### src/rtl/esc_pkg.sv
// Shared types, constants and helpers for the escalator speed controller.
// No dependencies; esc_cfg, esc_step and the top level import this package.
package esc_pkg;

  localparam int COUNT_W  = 16;
  localparam int TIMER_W  = 22;
  localparam int WAIT_W   = 12;
  localparam int CFG_W    = 16;
  localparam int CFG_IDX_W = 1;

  localparam logic [COUNT_W-1:0] COUNT_MAX    = {COUNT_W{1'b1}};
  localparam logic [TIMER_W-1:0] TIMER_MAX    = {TIMER_W{1'b1}};
  localparam logic [TIMER_W-1:0] REARM_TICKS  = TIMER_W'(1000);
  localparam logic [COUNT_W-1:0] THRESH_RESET = COUNT_W'(5);
  localparam int                 WAIT_RESET   = 5;

  typedef enum logic [2:0] {
    MODE_DISABLED = 3'd0,
    MODE_IDLE     = 3'd1,
    MODE_SLOW     = 3'd2,
    MODE_FAST     = 3'd3,
    MODE_WAITING  = 3'd4
  } esc_mode_t;

  typedef enum logic [1:0] {
    EV_NONE          = 2'd0,
    EV_DEACTIVATE    = 2'd1,
    EV_ACTIVATE_DOWN = 2'd2,
    EV_ENTRY         = 2'd3
  } esc_event_t;

  typedef enum logic [CFG_IDX_W-1:0] {
    CFG_THRESHOLD = 1'b0,
    CFG_WAIT      = 1'b1
  } esc_cfg_idx_t;

  // Architectural state carried between the state register and the step logic
  typedef struct packed {
    esc_mode_t            mode;
    logic [COUNT_W-1:0]   count;
    logic [TIMER_W-1:0]   timer;
    esc_event_t           latched;
  } esc_state_t;

  // Saturating occupancy increment
  function automatic logic [COUNT_W-1:0] count_inc(input logic [COUNT_W-1:0] c);
    count_inc = (c == COUNT_MAX) ? c : c + COUNT_W'(1);
  endfunction

  // Occupancy decrement that stops at zero
  function automatic logic [COUNT_W-1:0] count_dec(input logic [COUNT_W-1:0] c);
    count_dec = (c == '0) ? c : c - COUNT_W'(1);
  endfunction

endpackage

### src/rtl/esc_sensor_if.sv
// Input channel: one sensor transaction per handshake.
// Depends on nothing; widths follow the sensor item fields.
interface esc_sensor_if;
  logic       valid;
  logic       ready;
  logic       tick;
  logic [1:0] event_req;
  logic       no_deactivate_request;
  logic       entry_seen;
  logic       exit_seen;
  logic       barrier_clear;

  modport source (output valid, tick, event_req, no_deactivate_request, entry_seen,
                  exit_seen, barrier_clear, input ready);
  modport sink   (input valid, tick, event_req, no_deactivate_request, entry_seen,
                  exit_seen, barrier_clear, output ready);
endinterface

### src/rtl/esc_status_if.sv
// Output channel: mode and occupancy after each sensor transaction.
// Depends on nothing; widths follow the status item fields.
interface esc_status_if;
  logic        valid;
  logic        ready;
  logic [2:0]  mode;
  logic [15:0] occupancy;

  modport source (output valid, mode, occupancy, input ready);
  modport sink   (input valid, mode, occupancy, output ready);
endinterface

### src/rtl/esc_cfg.sv
// Configuration registers: fast-mode threshold and precomputed wait load.
// Depends on esc_pkg.
module esc_cfg #(
  parameter int TICKS_PER_SECOND = 1000
) (
  input  logic                          clk,
  input  logic                          rst,
  input  logic                          cfg_we,
  input  logic [esc_pkg::CFG_IDX_W-1:0] cfg_index,
  input  logic [esc_pkg::CFG_W-1:0]     cfg_data,
  output logic [esc_pkg::COUNT_W-1:0]   threshold,
  output logic [esc_pkg::TIMER_W-1:0]   wait_load
);
  import esc_pkg::*;

  localparam int TPS_W  = $clog2(TICKS_PER_SECOND + 1);
  localparam int PROD_W = (WAIT_W + TPS_W > TIMER_W) ? WAIT_W + TPS_W : TIMER_W;
  localparam logic [PROD_W-1:0] TPS_K     = PROD_W'(TICKS_PER_SECOND);
  localparam logic [PROD_W-1:0] RST_PROD  = PROD_W'(WAIT_RESET * TICKS_PER_SECOND);

  function automatic logic [TIMER_W-1:0] sat_timer(input logic [PROD_W-1:0] p);
    sat_timer = (p > PROD_W'(TIMER_MAX)) ? TIMER_MAX : p[TIMER_W-1:0];
  endfunction

  logic [PROD_W-1:0] prod;

  // Seconds to ticks, done once at write time
  assign prod = PROD_W'(cfg_data[WAIT_W-1:0]) * TPS_K;

  always_ff @(posedge clk) begin
    if (rst) begin
      threshold <= THRESH_RESET;
      wait_load <= sat_timer(RST_PROD);
    end else if (cfg_we) begin
      case (cfg_index)
        CFG_THRESHOLD: threshold <= cfg_data[COUNT_W-1:0];
        CFG_WAIT:      wait_load <= sat_timer(prod);
        default: ;
      endcase
    end
  end

endmodule

### src/rtl/esc_step.sv
// Next-state logic for one sensor transaction: event latch and mode machine.
// Depends on esc_pkg.
module esc_step (
  input  esc_pkg::esc_state_t           st,
  input  logic                          tick,
  input  logic [1:0]                    event_req,
  input  logic                          no_deactivate_request,
  input  logic                          entry_seen,
  input  logic                          exit_seen,
  input  logic                          barrier_clear,
  input  logic [esc_pkg::COUNT_W-1:0]   threshold,
  input  logic [esc_pkg::TIMER_W-1:0]   wait_load,
  output esc_pkg::esc_state_t           st_next
);
  import esc_pkg::*;

  esc_event_t         ev;
  esc_mode_t          m;
  logic [COUNT_W-1:0] c;
  logic [TIMER_W-1:0] t;

  always_comb begin
    // A new event overwrites the latch before the step
    ev = (esc_event_t'(event_req) != EV_NONE) ? esc_event_t'(event_req) : st.latched;
    m  = st.mode;
    c  = st.count;
    t  = st.timer;

    if (tick) begin
      if (ev == EV_DEACTIVATE) begin
        m = MODE_DISABLED;
        c = '0;
      end
      case (m)
        MODE_IDLE: begin
          if (entry_seen) begin
            c = count_inc(c);
            m = MODE_SLOW;
          end
          if (!barrier_clear) m = MODE_SLOW;
        end
        MODE_SLOW: begin
          // entry comes from the latched event here, not the sensor
          if (ev == EV_ENTRY) c = count_inc(c);
          if (exit_seen) c = count_dec(c);
          if (c >= threshold) begin
            m = MODE_FAST;
          end else if (c == '0) begin
            t = wait_load;
            m = MODE_WAITING;
          end
        end
        MODE_FAST: begin
          if (entry_seen) c = count_inc(c);
          if (exit_seen) c = count_dec(c);
          if (c < threshold) m = MODE_SLOW;
        end
        MODE_WAITING: begin
          if (entry_seen) begin
            c = count_inc(c);
            m = MODE_SLOW;
          end else if (t != '0) begin
            t = t - TIMER_W'(1);
          end else if (barrier_clear) begin
            m = MODE_IDLE;
          end else begin
            t = REARM_TICKS;
          end
        end
        default: begin
          m = (ev == EV_ACTIVATE_DOWN && no_deactivate_request) ? MODE_IDLE : MODE_DISABLED;
        end
      endcase
      ev = EV_NONE;
    end

    st_next.mode    = m;
    st_next.count   = c;
    st_next.timer   = t;
    st_next.latched = ev;
  end

endmodule

### src/rtl/escalator_occupancy_speed_control.sv
// Escalator mode controller, top level: state register, result register.
// Depends on esc_pkg, esc_sensor_if, esc_status_if, esc_cfg, esc_step.
//
// Usage:
//   sensor  - one transaction per item: a millisecond tick flag, an optional
//             system event and the sensor flags. With tick low only the event
//             is latched; with tick high the mode machine takes one step.
//   status  - one transaction per sensor transaction: mode and occupancy
//             after that item, in order.
//   cfg_*   - write port for the fast threshold (index 0) and the wait time
//             in seconds (index 1); write only while no result is pending.
// Status valid rises in the cycle after sensor acceptance. Throughput is
// one item per cycle while status is not stalled: the step is a single pass
// of small logic from the state register back into itself, and the result
// register takes the new value in the same edge.
// When status is stalled the result register holds and sensor.ready drops
// until the result is taken; a result being taken frees room that same cycle.
// Reset: mode disabled, occupancy zero, timer zero, no latched event,
// threshold 5, wait 5 seconds, no result pending.
module escalator_occupancy_speed_control #(
  parameter int TICKS_PER_SECOND = 1000
) (
  input  logic                          clk,
  input  logic                          rst,
  esc_sensor_if.sink                    sensor,
  esc_status_if.source                  status,
  input  logic                          cfg_we,
  input  logic [esc_pkg::CFG_IDX_W-1:0] cfg_index,
  input  logic [esc_pkg::CFG_W-1:0]     cfg_data
);
  import esc_pkg::*;

  logic [COUNT_W-1:0] threshold;
  logic [TIMER_W-1:0] wait_load;
  esc_state_t         st;
  esc_state_t         st_next;
  logic               accept;
  logic               out_valid;
  esc_mode_t          out_mode;
  logic [COUNT_W-1:0] out_count;

  esc_cfg #(.TICKS_PER_SECOND(TICKS_PER_SECOND)) u_cfg (
    .clk       (clk),
    .rst       (rst),
    .cfg_we    (cfg_we),
    .cfg_index (cfg_index),
    .cfg_data  (cfg_data),
    .threshold (threshold),
    .wait_load (wait_load)
  );

  esc_step u_step (
    .st                    (st),
    .tick                  (sensor.tick),
    .event_req             (sensor.event_req),
    .no_deactivate_request (sensor.no_deactivate_request),
    .entry_seen            (sensor.entry_seen),
    .exit_seen             (sensor.exit_seen),
    .barrier_clear         (sensor.barrier_clear),
    .threshold             (threshold),
    .wait_load             (wait_load),
    .st_next               (st_next)
  );

  // Accept whenever the result register is empty or being drained
  assign sensor.ready = !out_valid || status.ready;
  assign accept       = sensor.valid && sensor.ready;

  // Architectural state
  always_ff @(posedge clk) begin
    if (rst) begin
      st.mode    <= MODE_DISABLED;
      st.count   <= '0;
      st.timer   <= '0;
      st.latched <= EV_NONE;
    end else if (accept) begin
      st <= st_next;
    end
  end

  // Result register
  always_ff @(posedge clk) begin
    if (rst) begin
      out_valid <= 1'b0;
    end else if (accept) begin
      out_valid <= 1'b1;
    end else if (status.ready) begin
      out_valid <= 1'b0;
    end
  end

  always_ff @(posedge clk) begin
    if (accept) begin
      out_mode  <= st_next.mode;
      out_count <= st_next.count;
    end
  end

  assign status.valid     = out_valid;
  assign status.mode      = out_mode;
  assign status.occupancy = out_count;

  // A tick always leaves the event latch empty
  a_latch_cleared: assert property (@(posedge clk) disable iff (rst)
    accept && sensor.tick |=> st.latched == EV_NONE)
    else $error("event latch not cleared after tick");

  // Disabled and waiting modes only exist with an empty escalator
  a_empty_modes: assert property (@(posedge clk) disable iff (rst)
    (st.mode == MODE_DISABLED || st.mode == MODE_WAITING) |-> st.count == '0)
    else $error("nonzero occupancy in disabled or waiting mode");

  // A pending result always mirrors the current state
  a_result_matches: assert property (@(posedge clk) disable iff (rst)
    out_valid |-> (out_count == st.count && out_mode == st.mode))
    else $error("result register out of step with state");

  // No new transaction while a result is stalled
  a_no_overrun: assert property (@(posedge clk) disable iff (rst)
    out_valid && !status.ready |-> !accept)
    else $error("sensor accepted over a stalled result");

endmodule
### src/flat_wrapper.sv
// flat-port wrapper written by rule: the top's interface ports become plain ports
module escalator_occupancy_speed_control_flat import esc_pkg::*;
#(
  parameter int TICKS_PER_SECOND = 1000
)
  (clk, rst, cfg_we, cfg_index, cfg_data, sensor_valid, sensor_tick, sensor_event_req, sensor_no_deactivate_request, sensor_entry_seen, sensor_exit_seen, sensor_barrier_clear, sensor_ready, status_valid, status_mode, status_occupancy, status_ready);
  esc_sensor_if sensor_i ();
  esc_status_if status_i ();
  input  logic clk;
  input  logic rst;
  input  logic cfg_we;
  input  logic [esc_pkg::CFG_IDX_W-1:0] cfg_index;
  input  logic [esc_pkg::CFG_W-1:0] cfg_data;
  input wire logic [$bits(sensor_i.valid)-1:0] sensor_valid;
  input wire logic [$bits(sensor_i.tick)-1:0] sensor_tick;
  input wire logic [$bits(sensor_i.event_req)-1:0] sensor_event_req;
  input wire logic [$bits(sensor_i.no_deactivate_request)-1:0] sensor_no_deactivate_request;
  input wire logic [$bits(sensor_i.entry_seen)-1:0] sensor_entry_seen;
  input wire logic [$bits(sensor_i.exit_seen)-1:0] sensor_exit_seen;
  input wire logic [$bits(sensor_i.barrier_clear)-1:0] sensor_barrier_clear;
  output wire logic [$bits(sensor_i.ready)-1:0] sensor_ready;
  output wire logic [$bits(status_i.valid)-1:0] status_valid;
  output wire logic [$bits(status_i.mode)-1:0] status_mode;
  output wire logic [$bits(status_i.occupancy)-1:0] status_occupancy;
  input wire logic [$bits(status_i.ready)-1:0] status_ready;
  assign sensor_i.valid = sensor_valid;
  assign sensor_i.tick = sensor_tick;
  assign sensor_i.event_req = sensor_event_req;
  assign sensor_i.no_deactivate_request = sensor_no_deactivate_request;
  assign sensor_i.entry_seen = sensor_entry_seen;
  assign sensor_i.exit_seen = sensor_exit_seen;
  assign sensor_i.barrier_clear = sensor_barrier_clear;
  assign sensor_ready = sensor_i.ready;
  assign status_valid = status_i.valid;
  assign status_mode = status_i.mode;
  assign status_occupancy = status_i.occupancy;
  assign status_i.ready = status_ready;
  escalator_occupancy_speed_control #(.TICKS_PER_SECOND(TICKS_PER_SECOND)) u_core (.clk(clk), .rst(rst), .sensor(sensor_i), .status(status_i), .cfg_we(cfg_we), .cfg_index(cfg_index), .cfg_data(cfg_data));
endmodule
### config.mk
export PLATFORM = sky130hd
export DESIGN_NAME = escalator_occupancy_speed_control_flat
export DESIGN_NICKNAME = d
export VERILOG_FILES = /design/src/rtl/esc_pkg.sv /design/src/rtl/esc_sensor_if.sv /design/src/rtl/esc_status_if.sv /design/src/rtl/esc_cfg.sv /design/src/rtl/esc_step.sv /design/src/rtl/escalator_occupancy_speed_control.sv /design/src/flat_wrapper.sv
export SDC_FILE = /design/constraint.sdc
export NUM_CORES = 1
export LEC_CHECK = 0
export ABC_AREA = 1
export BUFFER_PORTS_ARGS = -buffer_cell sky130_fd_sc_hd__buf_2
export CAP_MARGIN = 20
export CELL_PAD_IN_SITES_DETAIL_PLACEMENT = 1
export CELL_PAD_IN_SITES_GLOBAL_PLACEMENT = 2
export CORE_ASPECT_RATIO = 2
export CORE_MARGIN = 5
export CORE_UTILIZATION = 36
export DETAILED_ROUTE_END_ITERATION = 16
export PLACE_DENSITY = 0.8
export SYNTH_ARGS = -nofsm -noshare
export SYNTH_HDL_FRONTEND = slang
export SYNTH_SLANG_ARGS = --single-unit
export TNS_END_PERCENT = 100
### constraint.sdc
create_clock -name clk -period 7.86 [get_ports clk]
set_input_delay 0.393 -clock clk [delete_from_list [all_inputs] [get_ports clk]]
set_output_delay 0.393 -clock clk [all_outputs]
set_load 0.03 [all_outputs]
==> results.py <==
metrics = {
    "timing": {
        "skew_ps": 16.7,
        "worst_pin_slew_ps": 800,
        "fin_setup_tns_ps": 0,
        "post-route-min-period_ps": 6900,
        "final_max_slew_viol_count": 0,
        "slew_headroom": 0.466,
        "hold_viol": 0,
        "final-setup-viol-count": 0,
        "rsz0062_at_grt": "false",
        "final.period_utilization": 0.878,
        "fmax_mhz": 145,
    },
    "synth": {
        "synth_warnings": 0,
        "syn_nets": 1550,
        "synth_top_area_share": 0.163,
        "synth.cells.most_frequent": "nand2_1, inv_1, nor2_1, a21oi_1, nand3_1",
        "synth.most_common_cell": "nand2_1",
        "ys_seq_area_frac": 0.222,
        "yosys-top-cells-area": "dfxtp_1, nand2_1, ha_1",
        "synth-async-reset-ratio": 0,
        "synth_area_mm2": 0.00967,
        "yosys_most_used_dff": "dfxtp_1",
        "ys_types": 55,
        "avgSynthCellArea_um2": 6.90,
        "synth_edf_count": 19,
        "yosys.area.top_type": "dfxtp_1",
        "synth_cells": 1402,
        "synth-seq-cells": 98,
    },
    "grt": {
        "antenna_found_initial": 0,
        "track_usage": 0.213,
        "grt_pass1_wl_mm": 52.0,
        "grt_pass1_vias": 9598,
        "grt-ovfl-total": 0,
        "grt_max_degree": 43,
    },
    "power_and_ir_drop": {
        "power.total_uw": 2160,
        "p_leak_uw": 0.00523,
        "power_density_mw_per_mm2": 206,
        "ir_drop_mv": 0.177,
    },
    "die": {
        "initial_core_util": 0.362,
        "die_y_um": 242,
        "num_io_pins": 50,
        "die_w_um": 126,
        "rows": 85,
        "die-area_mm2": 0.0304,
        "core_mm2": 0.0267,
    },
    "clock_network": {
        "numClockSinks": 98,
        "htree_levels": 3,
        "root_buffer": "clkbuf_16",
        "clockBufferDepth": 2,
        "clkSlewWorstSetupHoldPaths_ps": 80,
        "clk_latency_ps": 370,
        "numCtsBuffers": 9,
        "cts_hold_buf": 0,
        "cts_tree": "built",
    },
    "detailed_routing": {
        "via_per_inst": 5.22,
        "drtAntennaViolNets": 0,
        "drtIter0Drc": 492,
        "dr.pass1.iters": 5,
        "wire_per_inst_um": 18.2,
        "route.detailed.drc": 0,
        "wl_mm": 32.3,
        "vias": 9279,
    },
    "critical_path": {
        "cpMaxStageDelayCell": "nor4_4",
        "critPathLaunchType": "flip-flop",
        "cpPeakStageDelay_ps": 390,
        "rr_worst_depth": 41,
        "cp.required_ps": 8170,
        "crit_fanout": 31,
        "arrival_ps": 7210,
        "critPathCaptureType": "flip-flop",
        "crit_path_frequent_cell": "nand2_1",
        "worst-setup-path-type": "flip-flop to flip-flop",
    },
    "cells_and_area": {
        "drive_gt1_frac": 0.0971,
        "nNetsFinal": 1574,
        "diodes": 0,
        "syn_to_final_growth_pct": 8.29,
        "instances_no_fill": 1779,
        "post-route-util": 0.392,
    },
    "run_status": {
        "status": "finished clean",
    },
    "run": {
        "max-cap-violations": 0,
    },
    "placed_design": {
        "placed_cells_incl_taps": 1762,
        "hpwl_mm": 26.5,
        "port_buffers": 49,
        "place_congestion": 1.01,
    },
    "hold_path": {
        "hold_path_depth": 3,
        "hp-class": "primary input to flip-flop",
    },
}
## critical path, delay by kind of cell (launching register included)
family          cells  cell delay [ps]
simple gates       20             3110
compound gates      9             1430
fa+ha+maj           3              800
buf+inv             7              780
xor+xnor            2              400
flops               1              320
## worst paths after layout
path	start	endpoint	slack (ps)
worst max-delay path	u_core.st[0]$_SDFFE_PP0P_	u_core.st[12]$_SDFFE_PP0P_	960
worst min-delay path	cfg_data[13]	u_core.u_cfg.threshold[13]$_SDFFE_PP0P_	320
worst max register to register	u_core.st[0]$_SDFFE_PP0P_	u_core.st[12]$_SDFFE_PP0P_	960
worst min register to register	u_core.st[1]$_SDFFE_PP0P_	u_core.st[1]$_SDFFE_PP0P_	490
## through the flow
stage	hold WS, ps	worst slack [ps]	area (um2)
after floorplan	425	2190	9670
after global placement	466	794	10100
after detailed placement	478	500	10100
after CTS	307	700	10500
after global routing	326	314	10500
final	319	960	10500
## flip-flops by register name (all words and copies together), names as in the netlist
signal	cells
u_core.status.valid	1
u_core.u_cfg.wait_load	19
u_core.status.occupancy	16
u_core.status.mode	3
u_core.st	43
u_core.u_cfg.threshold	16
## layout by cell type (no fill, tap or decap), types with 3 or more instances in the layout
cell       instances
nand2_1          320
inv_1            213
nor2_1           126
a21oi_1           86
nand3_1           84
ha_1              81
dfxtp_1           79
o21ai_0           72
buf_2             49
xor2_1            42
fa_1              38
o21ai_1           26
edfxtp_1          19
nand4_1           17
inv_2             13
o22ai_1           13
nor3_1            12
o21ai_2           12
xnor2_1           11
o2111ai_1         11
clkbuf_16         10
nor2_2             9
nor2_4             8
nor4_1             7
nand2_2            6
a211oi_1           6
o221ai_1           5
buf_4              5
nand2_4            4
nand3_2            4
o21bai_1           4
o21a_1             4
nand3_4            3
clkinv_1           3
o211ai_1           3
## power by group
group / switching (uW) / total (uW) / internal [uW]
Combinational: 708 / 1110 / 399
Sequential: 26.8 / 584 / 557
Clock: 217 / 465 / 248
Total: 951 / 2160 / 1200
## final cells by class
| cell class | instances | area (um2) |
|---|---|---|
| Timing Repair Buffer | 55 | 298 |
| Sequential cell | 98 | 2150 |
| Inverter | 230 | 866 |
| Clock inverter | 4 | 37.5 |
| Multi-Input combinational cell | 1032 | 6420 |
| Fill cell | 3463 | 16200 |
| Clock buffer | 12 | 268 |
| Tap cell | 348 | 435 |
## layer usage
metal / global-route usage / share of wire / vias up
met1: 0.279 / 0.44 / 4463
met4: 0.0821 / 0.036 / 0
met3: 0.0329 / 0.044 / 56
li1: - / - / 4582
met5: 0 / 0 / -
met2: 0.350 / 0.48 / 178
## cells by family (layout without fill, tap and decap cells)
kind of cell,after synthesis,after routing,synth area share
AO/OA/AOI/OAI,251,251,0.151
XOR/XNOR,53,53,0.0480
adder cells (fa/ha/maj),119,119,0.183
buffers and inverters,272,301,0.115
flip-flops,98,98,0.222
AND/OR/NAND/NOR,609,609,0.281
## repair_timing
| action | 4_1_cts | 5_1_grt |
|---|---|---|
| endpoints found under the setup margin | 0 | 3 |
| setup buffers | 0 | 0 |
| resized for setup | 0 | 1 |
No activity file was read; power rests on OpenSTA's default activity.
